File: src/design/mm3h_pkg.sv
`default_nettype none

package mm3h_pkg;

  // Block mix and fold constants.
  localparam logic [31:0] MIX_C1   = 32'hcc9e2d51;
  localparam logic [31:0] MIX_C2   = 32'h1b873593;
  localparam logic [31:0] FOLD_ADD = 32'he6546b64;

  // Finalizer constants.
  localparam logic [31:0] FIN_M1 = 32'h85ebca6b;
  localparam logic [31:0] FIN_M2 = 32'hc2b2ae35;

  localparam logic [31:0] SEED_RESET = 32'd1;

  // Controller states.
  typedef enum logic [2:0] {
    ST_IDLE,
    ST_MIX1,
    ST_MIX2,
    ST_MERGE,
    ST_FIN1,
    ST_FIN2,
    ST_FIN3
  } state_t;

  // Commands from the controller to the datapath.
  typedef struct packed {
    logic load;
    logic mix1;
    logic mix2;
    logic fold;
    logic tail;
    logic fin1;
    logic fin2;
    logic fin3;
  } cmd_t;

  // Status from the datapath to the controller.
  typedef struct packed {
    logic block_full;
    logic out_free;
  } status_t;

endpackage

`default_nettype wire

File: src/design/mm3h_ctrl.sv
`default_nettype none

module mm3h_ctrl (
  input  wire logic              clk,
  input  wire logic              rst_n,
  input  wire logic              in_valid,
  input  wire logic              in_last_byte,
  output logic                   in_ready,
  input  wire mm3h_pkg::status_t status,
  output mm3h_pkg::cmd_t         cmd
);

  mm3h_pkg::state_t state_r, state_nxt;
  logic             block_r, block_nxt;
  logic             last_r, last_nxt;

  // State and mode registers.
  always_ff @(posedge clk) begin
    if (!rst_n) begin
      state_r <= mm3h_pkg::ST_IDLE;
      block_r <= 1'b0;
      last_r  <= 1'b0;
    end else begin
      state_r <= state_nxt;
      block_r <= block_nxt;
      last_r  <= last_nxt;
    end
  end

  // Next state: a full block or a last byte starts the mixing sequence; a last byte then goes on to the finalizer.
  always_comb begin
    state_nxt = state_r;
    block_nxt = block_r;
    last_nxt  = last_r;
    case (state_r)
      mm3h_pkg::ST_IDLE: begin
        if (in_valid) begin
          block_nxt = status.block_full;
          last_nxt  = in_last_byte;
          if (status.block_full || in_last_byte) begin
            state_nxt = mm3h_pkg::ST_MIX1;
          end
        end
      end
      mm3h_pkg::ST_MIX1:  state_nxt = mm3h_pkg::ST_MIX2;
      mm3h_pkg::ST_MIX2:  state_nxt = mm3h_pkg::ST_MERGE;
      mm3h_pkg::ST_MERGE: begin
        if (block_r && !last_r) begin
          state_nxt = mm3h_pkg::ST_IDLE;
        end else begin
          state_nxt = mm3h_pkg::ST_FIN1;
        end
      end
      mm3h_pkg::ST_FIN1:  state_nxt = mm3h_pkg::ST_FIN2;
      mm3h_pkg::ST_FIN2:  state_nxt = mm3h_pkg::ST_FIN3;
      mm3h_pkg::ST_FIN3: begin
        if (status.out_free) begin
          state_nxt = mm3h_pkg::ST_IDLE;
        end
      end
      default: state_nxt = mm3h_pkg::ST_IDLE;
    endcase
  end

  // Outputs: one datapath command per state.
  always_comb begin
    cmd      = '0;
    in_ready = 1'b0;
    case (state_r)
      mm3h_pkg::ST_IDLE: begin
        in_ready = 1'b1;
        cmd.load = in_valid;
      end
      mm3h_pkg::ST_MIX1:  cmd.mix1 = 1'b1;
      mm3h_pkg::ST_MIX2:  cmd.mix2 = 1'b1;
      mm3h_pkg::ST_MERGE: begin
        cmd.fold = block_r;
        cmd.tail = !block_r;
      end
      mm3h_pkg::ST_FIN1:  cmd.fin1 = 1'b1;
      mm3h_pkg::ST_FIN2:  cmd.fin2 = 1'b1;
      mm3h_pkg::ST_FIN3:  cmd.fin3 = status.out_free;
      default: cmd = '0;
    endcase
  end

endmodule

`default_nettype wire

File: src/design/mm3h_dpath.sv
`default_nettype none

module mm3h_dpath (
  input  wire logic           clk,
  input  wire logic           rst_n,
  input  wire logic           cfg_wr_en,
  input  wire logic [31:0]    cfg_wr_data,
  input  wire logic [7:0]     in_data_byte,
  output logic                out_valid,
  input  wire logic           out_ready,
  output logic [31:0]         out_hash_value,
  input  wire mm3h_pkg::cmd_t cmd,
  output mm3h_pkg::status_t   status
);

  logic [31:0] seed_r;
  logic [31:0] hash_r, hash_nxt;
  logic [31:0] acc_r, acc_nxt;
  logic [1:0]  pos_r, pos_nxt;
  logic [31:0] len_r, len_nxt;
  logic        in_msg_r, in_msg_nxt;
  logic [31:0] work_r, work_nxt;
  logic        out_valid_r, out_valid_nxt;
  logic [31:0] out_hash_r, out_hash_nxt;

  logic [31:0] acc_new;
  logic [31:0] hash_base;
  logic [31:0] merge_x;
  logic [31:0] fin_x;
  logic [31:0] mul_a, mul_b, mul_p;

  // Byte packing: little-endian placement by byte position.
  assign acc_new   = acc_r | ({24'd0, in_data_byte} << {pos_r, 3'b000});
  assign hash_base = in_msg_r ? hash_r : seed_r;
  assign merge_x   = hash_r ^ work_r;
  assign fin_x     = hash_r ^ len_r;

  assign status.block_full = (pos_r == 2'd3);
  assign status.out_free   = !out_valid_r || out_ready;

  // Shared 32x32 multiplier, low half of the product.
  always_comb begin
    mul_a = work_r;
    mul_b = mm3h_pkg::MIX_C1;
    if (cmd.mix2) begin
      mul_a = {work_r[16:0], work_r[31:17]};
      mul_b = mm3h_pkg::MIX_C2;
    end else if (cmd.fin1) begin
      mul_a = fin_x ^ {16'd0, fin_x[31:16]};
      mul_b = mm3h_pkg::FIN_M1;
    end else if (cmd.fin2) begin
      mul_a = work_r ^ {13'd0, work_r[31:13]};
      mul_b = mm3h_pkg::FIN_M2;
    end
  end

  assign mul_p = mul_a * mul_b;

  // Message state and work register updates.
  always_comb begin
    logic [31:0] rot;
    rot           = {merge_x[18:0], merge_x[31:19]};
    hash_nxt      = hash_r;
    acc_nxt       = acc_r;
    pos_nxt       = pos_r;
    len_nxt       = len_r;
    in_msg_nxt    = in_msg_r;
    work_nxt      = work_r;
    out_hash_nxt  = out_hash_r;
    out_valid_nxt = out_valid_r && !out_ready;
    if (cmd.load) begin
      hash_nxt   = hash_base;
      in_msg_nxt = 1'b1;
      len_nxt    = len_r + 32'd1;
      pos_nxt    = pos_r + 2'd1;
      work_nxt   = acc_new;
      acc_nxt    = (pos_r == 2'd3) ? 32'd0 : acc_new;
    end
    if (cmd.mix1 || cmd.mix2 || cmd.fin1 || cmd.fin2) begin
      work_nxt = mul_p;
    end
    // Fold: times five is a shift and add.
    if (cmd.fold) begin
      hash_nxt = rot + {rot[29:0], 2'b00} + mm3h_pkg::FOLD_ADD;
    end
    if (cmd.tail) begin
      hash_nxt = merge_x;
    end
    // Last finalizer step goes to the output register and ends the message.
    if (cmd.fin3) begin
      out_hash_nxt  = work_r ^ {16'd0, work_r[31:16]};
      out_valid_nxt = 1'b1;
      acc_nxt       = 32'd0;
      pos_nxt       = 2'd0;
      len_nxt       = 32'd0;
      in_msg_nxt    = 1'b0;
    end
  end

  // Control-state registers.
  always_ff @(posedge clk) begin
    if (!rst_n) begin
      seed_r      <= mm3h_pkg::SEED_RESET;
      acc_r       <= 32'd0;
      pos_r       <= 2'd0;
      len_r       <= 32'd0;
      in_msg_r    <= 1'b0;
      out_valid_r <= 1'b0;
    end else begin
      if (cfg_wr_en) begin
        seed_r <= cfg_wr_data;
      end
      acc_r       <= acc_nxt;
      pos_r       <= pos_nxt;
      len_r       <= len_nxt;
      in_msg_r    <= in_msg_nxt;
      out_valid_r <= out_valid_nxt;
    end
  end

  // Payload registers.
  always_ff @(posedge clk) begin
    hash_r     <= hash_nxt;
    work_r     <= work_nxt;
    out_hash_r <= out_hash_nxt;
  end

  assign out_valid      = out_valid_r;
  assign out_hash_value = out_hash_r;

endmodule

`default_nettype wire

File: src/design/murmur3_hash_32_unit.sv
// MurmurHash3 x86_32 over a byte stream, one byte per input beat, with the
// seed taken from the cfg register (reset value 1) at the first byte of each
// message. A byte that does not complete a 4-byte block is packed into the
// block, and the unit stays ready for the next byte. A byte that completes a
// block is accepted, then goes through the block mix and fold in three steps
// through one shared 32x32 multiplier. The last byte of a message is accepted,
// then goes through the block or tail mix and the finalizer, after which the
// hash is placed in the output register. The last finalizer cycle is held for
// as long as an earlier hash still waits in the output register and is not
// taken in that cycle. The next message may start while a result beat still
// waits to be taken. A seed write takes effect from the next message; the
// message in progress keeps the seed it started with.
`default_nettype none

module murmur3_hash_32_unit (
  input  wire logic        clk,
  input  wire logic        rst_n,
  input  wire logic        cfg_wr_en,
  input  wire logic [31:0] cfg_wr_data,
  input  wire logic        in_valid,
  output logic             in_ready,
  input  wire logic [7:0]  in_data_byte,
  input  wire logic        in_last_byte,
  output logic             out_valid,
  input  wire logic        out_ready,
  output logic [31:0]      out_hash_value
);

  mm3h_pkg::cmd_t    cmd;
  mm3h_pkg::status_t status;

  // Sequencer.
  mm3h_ctrl u_ctrl (
    .clk          (clk),
    .rst_n        (rst_n),
    .in_valid     (in_valid),
    .in_last_byte (in_last_byte),
    .in_ready     (in_ready),
    .status       (status),
    .cmd          (cmd)
  );

  // Hash state, shared multiplier and output register.
  mm3h_dpath u_dpath (
    .clk            (clk),
    .rst_n          (rst_n),
    .cfg_wr_en      (cfg_wr_en),
    .cfg_wr_data    (cfg_wr_data),
    .in_data_byte   (in_data_byte),
    .out_valid      (out_valid),
    .out_ready      (out_ready),
    .out_hash_value (out_hash_value),
    .cmd            (cmd),
    .status         (status)
  );

endmodule

`default_nettype wire

File: config.mk
export PLATFORM = sky130hd
export DESIGN_NAME = murmur3_hash_32_unit
export DESIGN_NICKNAME = d
export VERILOG_FILES = /design/src/design/mm3h_pkg.sv /design/src/design/mm3h_ctrl.sv /design/src/design/mm3h_dpath.sv /design/src/design/murmur3_hash_32_unit.sv
export SDC_FILE = /design/constraint.sdc
export NUM_CORES = 2
export LEC_CHECK = 0
export BUFFER_PORTS_ARGS = -buffer_cell sky130_fd_sc_hd__buf_2
export CAP_MARGIN = 20
export CORE_ASPECT_RATIO = 1.5
export CORE_MARGIN = 3
export CORE_UTILIZATION = 50
export CTS_CLUSTER_DIAMETER = 60
export DETAILED_ROUTE_END_ITERATION = 16
export PLACE_DENSITY = 0.63
export SLEW_MARGIN = 20
export SYNTH_ARGS = -nofsm -noshare
export SYNTH_HDL_FRONTEND = slang
export SYNTH_SLANG_ARGS = --single-unit
File: constraint.sdc
create_clock -name clk -period 12.8 [get_ports clk]
set_input_delay 1.28 -clock clk [delete_from_list [all_inputs] [get_ports clk]]
set_output_delay 1.28 -clock clk [all_outputs]
set_load 0.02 [all_outputs]
Word level (Yosys, flattened, before mapping) --
Index checks and enable logic that the tools add are counted.
Storage, ports and cells: register bits 201
Cells by class: reductions and logical operators 18, multiply operators 1, shift operators 1, equality and inequality tests 11, $add $sub $neg 4, muxes and demuxes 27, bitwise logic cells 7
Operator list (count):
- $mux W32 | 12
- $xor A32 B16 Y32 | 2
- $xor A32 B32 Y32 | 2
- $add A32 B1 Y32 const B | 1
- $add A32 B32 Y32 | 1
- $add A32 B32 Y32 const B | 1
- $mul A32 B32 Y32 | 1
- $or A32 B32 Y32 | 1
- $shl A8 B5 Y32 | 1
- $xor A32 B19 Y32 | 1
- $mux W28 | 1
- $pmux W3 S7 | 1
- $mux W3 | 4
- $eq A3 B3 Y1 const B | 3
- $mux W1 | 8
- $eq A3 B2 Y1 const B | 2
- $logic_or A1 B1 Y1 | 5
- $logic_not A1 Y1 | 4
- $ne A2 B1 Y1 const B | 2
- $reduce_and A2 Y1 | 2
- $eq A3 B1 Y1 const B | 1
- $logic_not A3 Y1 | 1
- $ne A3 B3 Y1 const B | 1
- $reduce_and A3 Y1 | 1
- 9 further kinds | 10

Depth between registers and ports, before layout --
depth in word-level cells 7, mapped depth 39, mapped depth without buffers 36

Hierarchy --
A second synthesis with hierarchy kept.
Second synthesis, totals: cells, all modules 2783, area total of the unflattened synthesis 25878.6 um^2
By module, submodules not included:
- mm3h_dpath | seq. area each 4884.7 um^2, area each 25584.5 um^2, cells an instance 2747, times used 1
- mm3h_ctrl | seq. area each 100.1 um^2, area each 294.0 um^2, cells an instance 36, times used 1

Least setup slack after synthesis --
No wires, ideal clock.
path type reg-to-reg, start reg u_ctrl.state_r[0], end reg u_dpath.work_r[30] (data pin), cell stages (with the launch flop) 36, data required time 12.531 ns, arrival 8.116 ns, setup time 0.269 ns, clock period less this slack 8.385 ns, setup slack 4.415 ns, cells stage by stage dfxtp_1 > buf_4 > buf_2 > buf_2 > buf_2 > nand2_1 > nor2_1 > xnor2_1 > a21oi_1 > nor2_1 > or2_2 > clkbuf_1 > nand2_1 > inv_1 > fa_1 > inv_1 > fa_1 > fa_1 > inv_1 > fa_1 > fa_1 > fa_1 > fa_1 > fa_1 > ha_1 > a21o_1 > a21o_1 > a21oi_1 > o21ai_0 > a211o_1 > a211oi_1 > o21bai_1 > a21oi_1 > xnor2_1 > nand2_1 > o21ai_0
On the way: longest elaborated chain between the ends 7, elaborated cells on any way between the ends 19, classes of those cells mul (1); eq/ne (4); mux (11); reduce/logical (3)
RTL lines:
- start, declared | RTL line mm3h_ctrl.sv:13 | mm3h_pkg::state_t state_r, state_nxt;
- start signal, assigned | RTL line mm3h_ctrl.sv:20 | state_r <= mm3h_pkg::ST_IDLE;
- start signal, assigned | RTL line mm3h_ctrl.sv:24 | state_r <= state_nxt;
- $eq A3 B3 Y1 | RTL line mm3h_ctrl.sv:69 | case (state_r)
- $mux W1 | RTL line mm3h_ctrl.sv:69
- $mux W32 / $mux W28 (equally long branches) | RTL line mm3h_dpath.sv:51 | end else if (cmd.fin2) begin
- $mux W32 | RTL line mm3h_dpath.sv:48 | end else if (cmd.fin1) begin
- $mux W32 | RTL line mm3h_dpath.sv:45 | if (cmd.mix2) begin
- $mul A32 B32 Y32 | RTL line mm3h_dpath.sv:57 | assign mul_p = mul_a * mul_b;
- $mux W32 * | RTL line mm3h_dpath.sv:79 | if (cmd.mix1 || cmd.mix2 || cmd.fin1 || cmd.fin2) begin
- net u_dpath.work_nxt[30] | RTL line mm3h_dpath.sv:22 | logic [31:0] work_r, work_nxt;
- end signal, assigned | RTL line mm3h_dpath.sv:124 | work_r <= work_nxt;
- end, declared | RTL line mm3h_dpath.sv:22
Mark *: on every way through the listed nets, which the timed path passes. The rest lies on a longest branch. A chain may end at the register's enable or synchronous reset.

Worst setup path in the final report --
start reg u_ctrl.state_r[2], end reg u_dpath.work_r[31] (data pin)
Same word-level chain as after synthesis.

==> metrics <==
status completed; fin nets about 3500; Synth cell types 81; startpoint of the worst register-to-register path u_ctrl.state_r[2]$_SDFFE_PN0P_; DIE AREA 54900 um2; Tot GR Track Use 37.23%; final max-slew violation count 0; Initial Util about half; WP data required 13.06 ns; Crit Path Max Fanout 44; TritonCTS clock tree yes; 1st-pass router iterations 7; TNS Setup 0 ns; Clock Latency Late Sink 0.53 ns; Routed Antenna Nets 0; RSZ-0062 raised after global routing no; CTS H-tree lvls 1; CP arrival 10.51 ns; async set or reset register ratio after synthesis 0%; FMAX 97.64 MHz; CTS Sinks 201; largest net degree at the start of global routing 65; cells on worst reg2reg path 34; CTS hold repair buffers 0; GPL Wtd Cong 1.026; YS warnings 0; share of cells above drive strength 1 slightly below 7%; Post-Route WL between 100 and 150 mm; Reg clk slew, reported paths 0.07 ns; area growth from synthesis to layout 6.512%; # IOs 80; TritonCTS buffer count 21; Slew headroom a little under a quarter; Syn Nets 3489; DPL Wire Length 84.23 mm; synthesis-stage register bit count 201; Die H roughly 290 um; Max Cap Viol 0; CP Launch Type register; average size of a mapped cell between 9 and 10 um2; final number of setup-violating endpoints 0; Worst Hold End u_dpath.acc_r[29]$_SDFFE_PP0P_; Setup Fix Bufs, Post-CTS 0; crit path time final just over 10 ns; Worst Hold Path Cells 2; peak per-stage delay on the critical path 0.56 ns; Post-Syn Instances 2856; Buffers on Ports 79; critical path's most frequent cell fa_1; drt wl/cell 28.38 um; Rows 101; detailed-route via count 20450; CP max-delay cell fa_1; Gates resized, CTS repair 0; antenna violations before repair 3; crit path kind register to register; DR vias/cell roughly 5.8; Final Hold Fails 0; post-route clock period utilization 80.02%; CTS max path bufs 3; Worst Tran Pin Value between 1 and 1.5 ns; commonest cells after routing, fill and taps aside inv_1, fa_1, nand2_1; die width between 150 and 200 um; Seq/Total Area, Yosys 19.15%; Core Footprint about 50000 um2; vias in the first global route 21960; startpoint of the worst hold path u_dpath.acc_r[29]$_SDFFE_PP0P_; path type of the worst min-delay path register to register; first-pass GRT wire length approximately 150 mm; Final Skew approximately 0.027 ns; R2R Setup Slk 2.56 ns; gr ovfl total 0; DR iter-0 viols between 1500 and 2000; commonest non-fill, non-tap cell in the layout inv_1; Root Driver clkbuf_16; mapped cell area about 26000 um2; Post-synth EDFFs 96; end of the worst register-to-register path u_dpath.work_r[31]$_DFFE_PP_; Critical Path Sink Type register; drt drc 0; Main synth FF type dfxtp_1; hold_ws 0.4734 ns
==> critical path, delay by kind of cell (launching register included) <==
kind	cells	cell delay [ns]
AOI/OAI and AO/OA	8	1.88
xor gates and xnor gates	2	0.48
adders and majority gates	9	4.30
buffers and inverters	8	1.52
DFF	1	0.44
muxes	1	0.09
and+or+nand+nor	6	1.27
==> cell type report <==
class                           count  area, um2
Fill cell                        4839      23320
Multi-Input combinational cell   1944      18370
Sequential cell                   201       4987
Inverter                          582       2187
Tap cell                          669      837.1
Timing Repair Buffer              119      695.7
Clock buffer                       28      581.8
Clock inverter                     10      67.56
Antenna cell                        1      2.502
==> cells in the mapped netlist (10+ instances only) <==
cell type	number	area (um2)
o21bai_1	11	82.58
nand2b_1	18	112.6
inv_1	579	2173
o21ai_0	89	445.4
a21oi_1	174	870.8
nor3_1	15	75.07
ha_1	191	2390
and2_1	22	137.6
o21ai_1	12	60.06
nor2b_1	10	62.56
mux2i_1	36	360.4
fa_1	396	7928
a31oi_1	16	100.1
xnor2_1	140	1226
xor2_1	94	823.3
a211oi_1	34	255.2
clkbuf_1	82	307.8
nor2_1	239	897.1
nand3_1	31	155.2
edfxtp_1	96	2883
a21o_1	38	285.3
buf_2	13	65.06
dfxtp_1	105	2102
buf_1	23	86.33
nand2_1	239	897.1
and3_1	17	106.4
==> logic make-up (layout without fill, tap and decap cells) <==
group / after synthesis / in the layout / synth area share, %
other cells: 1 / 2 / 0.01440
xor+xnor: 238 / 238 / 8.214
compound gates: 442 / 442 / 10.35
flops: 201 / 201 / 19.15
simple gates: 636 / 636 / 10.68
buf+inv: 711 / 739 / 10.41
fa+ha+maj: 587 / 587 / 39.63
mux: 40 / 40 / 1.557
==> layer usage <==
metal	up-vias	global-route usage, %	routed length [um]
met5	-	0	21
met4	4	35.83	13060
met3	436	6.252	6391
met2	935	62.69	49010
met1	10100	38.38	32370
li1	8977	-	-
==> worst max path at each step <==
stage | startpoint | end | slack, ns | depth (start not counted)
final | u_ctrl.state_r[2]$_SDFFE_PN0P_ | u_dpath.work_r[31]$_DFFE_PP_ | 2.56 | 34
after detailed placement | u_ctrl.state_r[2]$_SDFFE_PN0P_ | u_dpath.work_r[31]$_DFFE_PP_ | 2.72 | 34
after global routing | u_ctrl.state_r[2]$_SDFFE_PN0P_ | u_dpath.work_r[30]$_DFFE_PP_ | 2.11 | 36
after global placement | u_ctrl.state_r[2]$_SDFFE_PN0P_ | u_dpath.work_r[31]$_DFFE_PP_ | 2.69 | 34
after floorplan | u_ctrl.state_r[0]$_SDFFE_PN0P_ | u_dpath.work_r[30]$_DFFE_PP_ | 4.41 | 35
after CTS | u_ctrl.state_r[2]$_SDFFE_PN0P_ | u_dpath.work_r[31]$_DFFE_PP_ | 2.67 | 34
==> registers in the layout (all words and copies together), names as in the netlist <==
signal and cells:
u_dpath.out_hash_value 32, u_dpath.acc_r 32, u_dpath.out_valid 1, u_dpath.hash_r 32
u_ctrl.block_r 1, u_dpath.len_r 32, u_dpath.in_msg_r 1, u_dpath.work_r 32
u_ctrl.state_r 3, u_ctrl.last_r 1, u_dpath.seed_r 32, u_dpath.pos_r 2
==> per-stage QoR <==
step,cells,worst slack (ns),util [%],area [um2]
CTS,3553,2.668,54.31,27730
finish,3554,2.558,54.31,27730
floorplan,2856,4.415,-,26030
detailed placement,3515,2.718,53.04,27080
global placement,3515,2.690,53.03,27070
global route,3553,2.108,54.31,27730
Power is not shown: default switching activity piles up to over one toggle a cycle in this logic, so the estimate is an artifact.
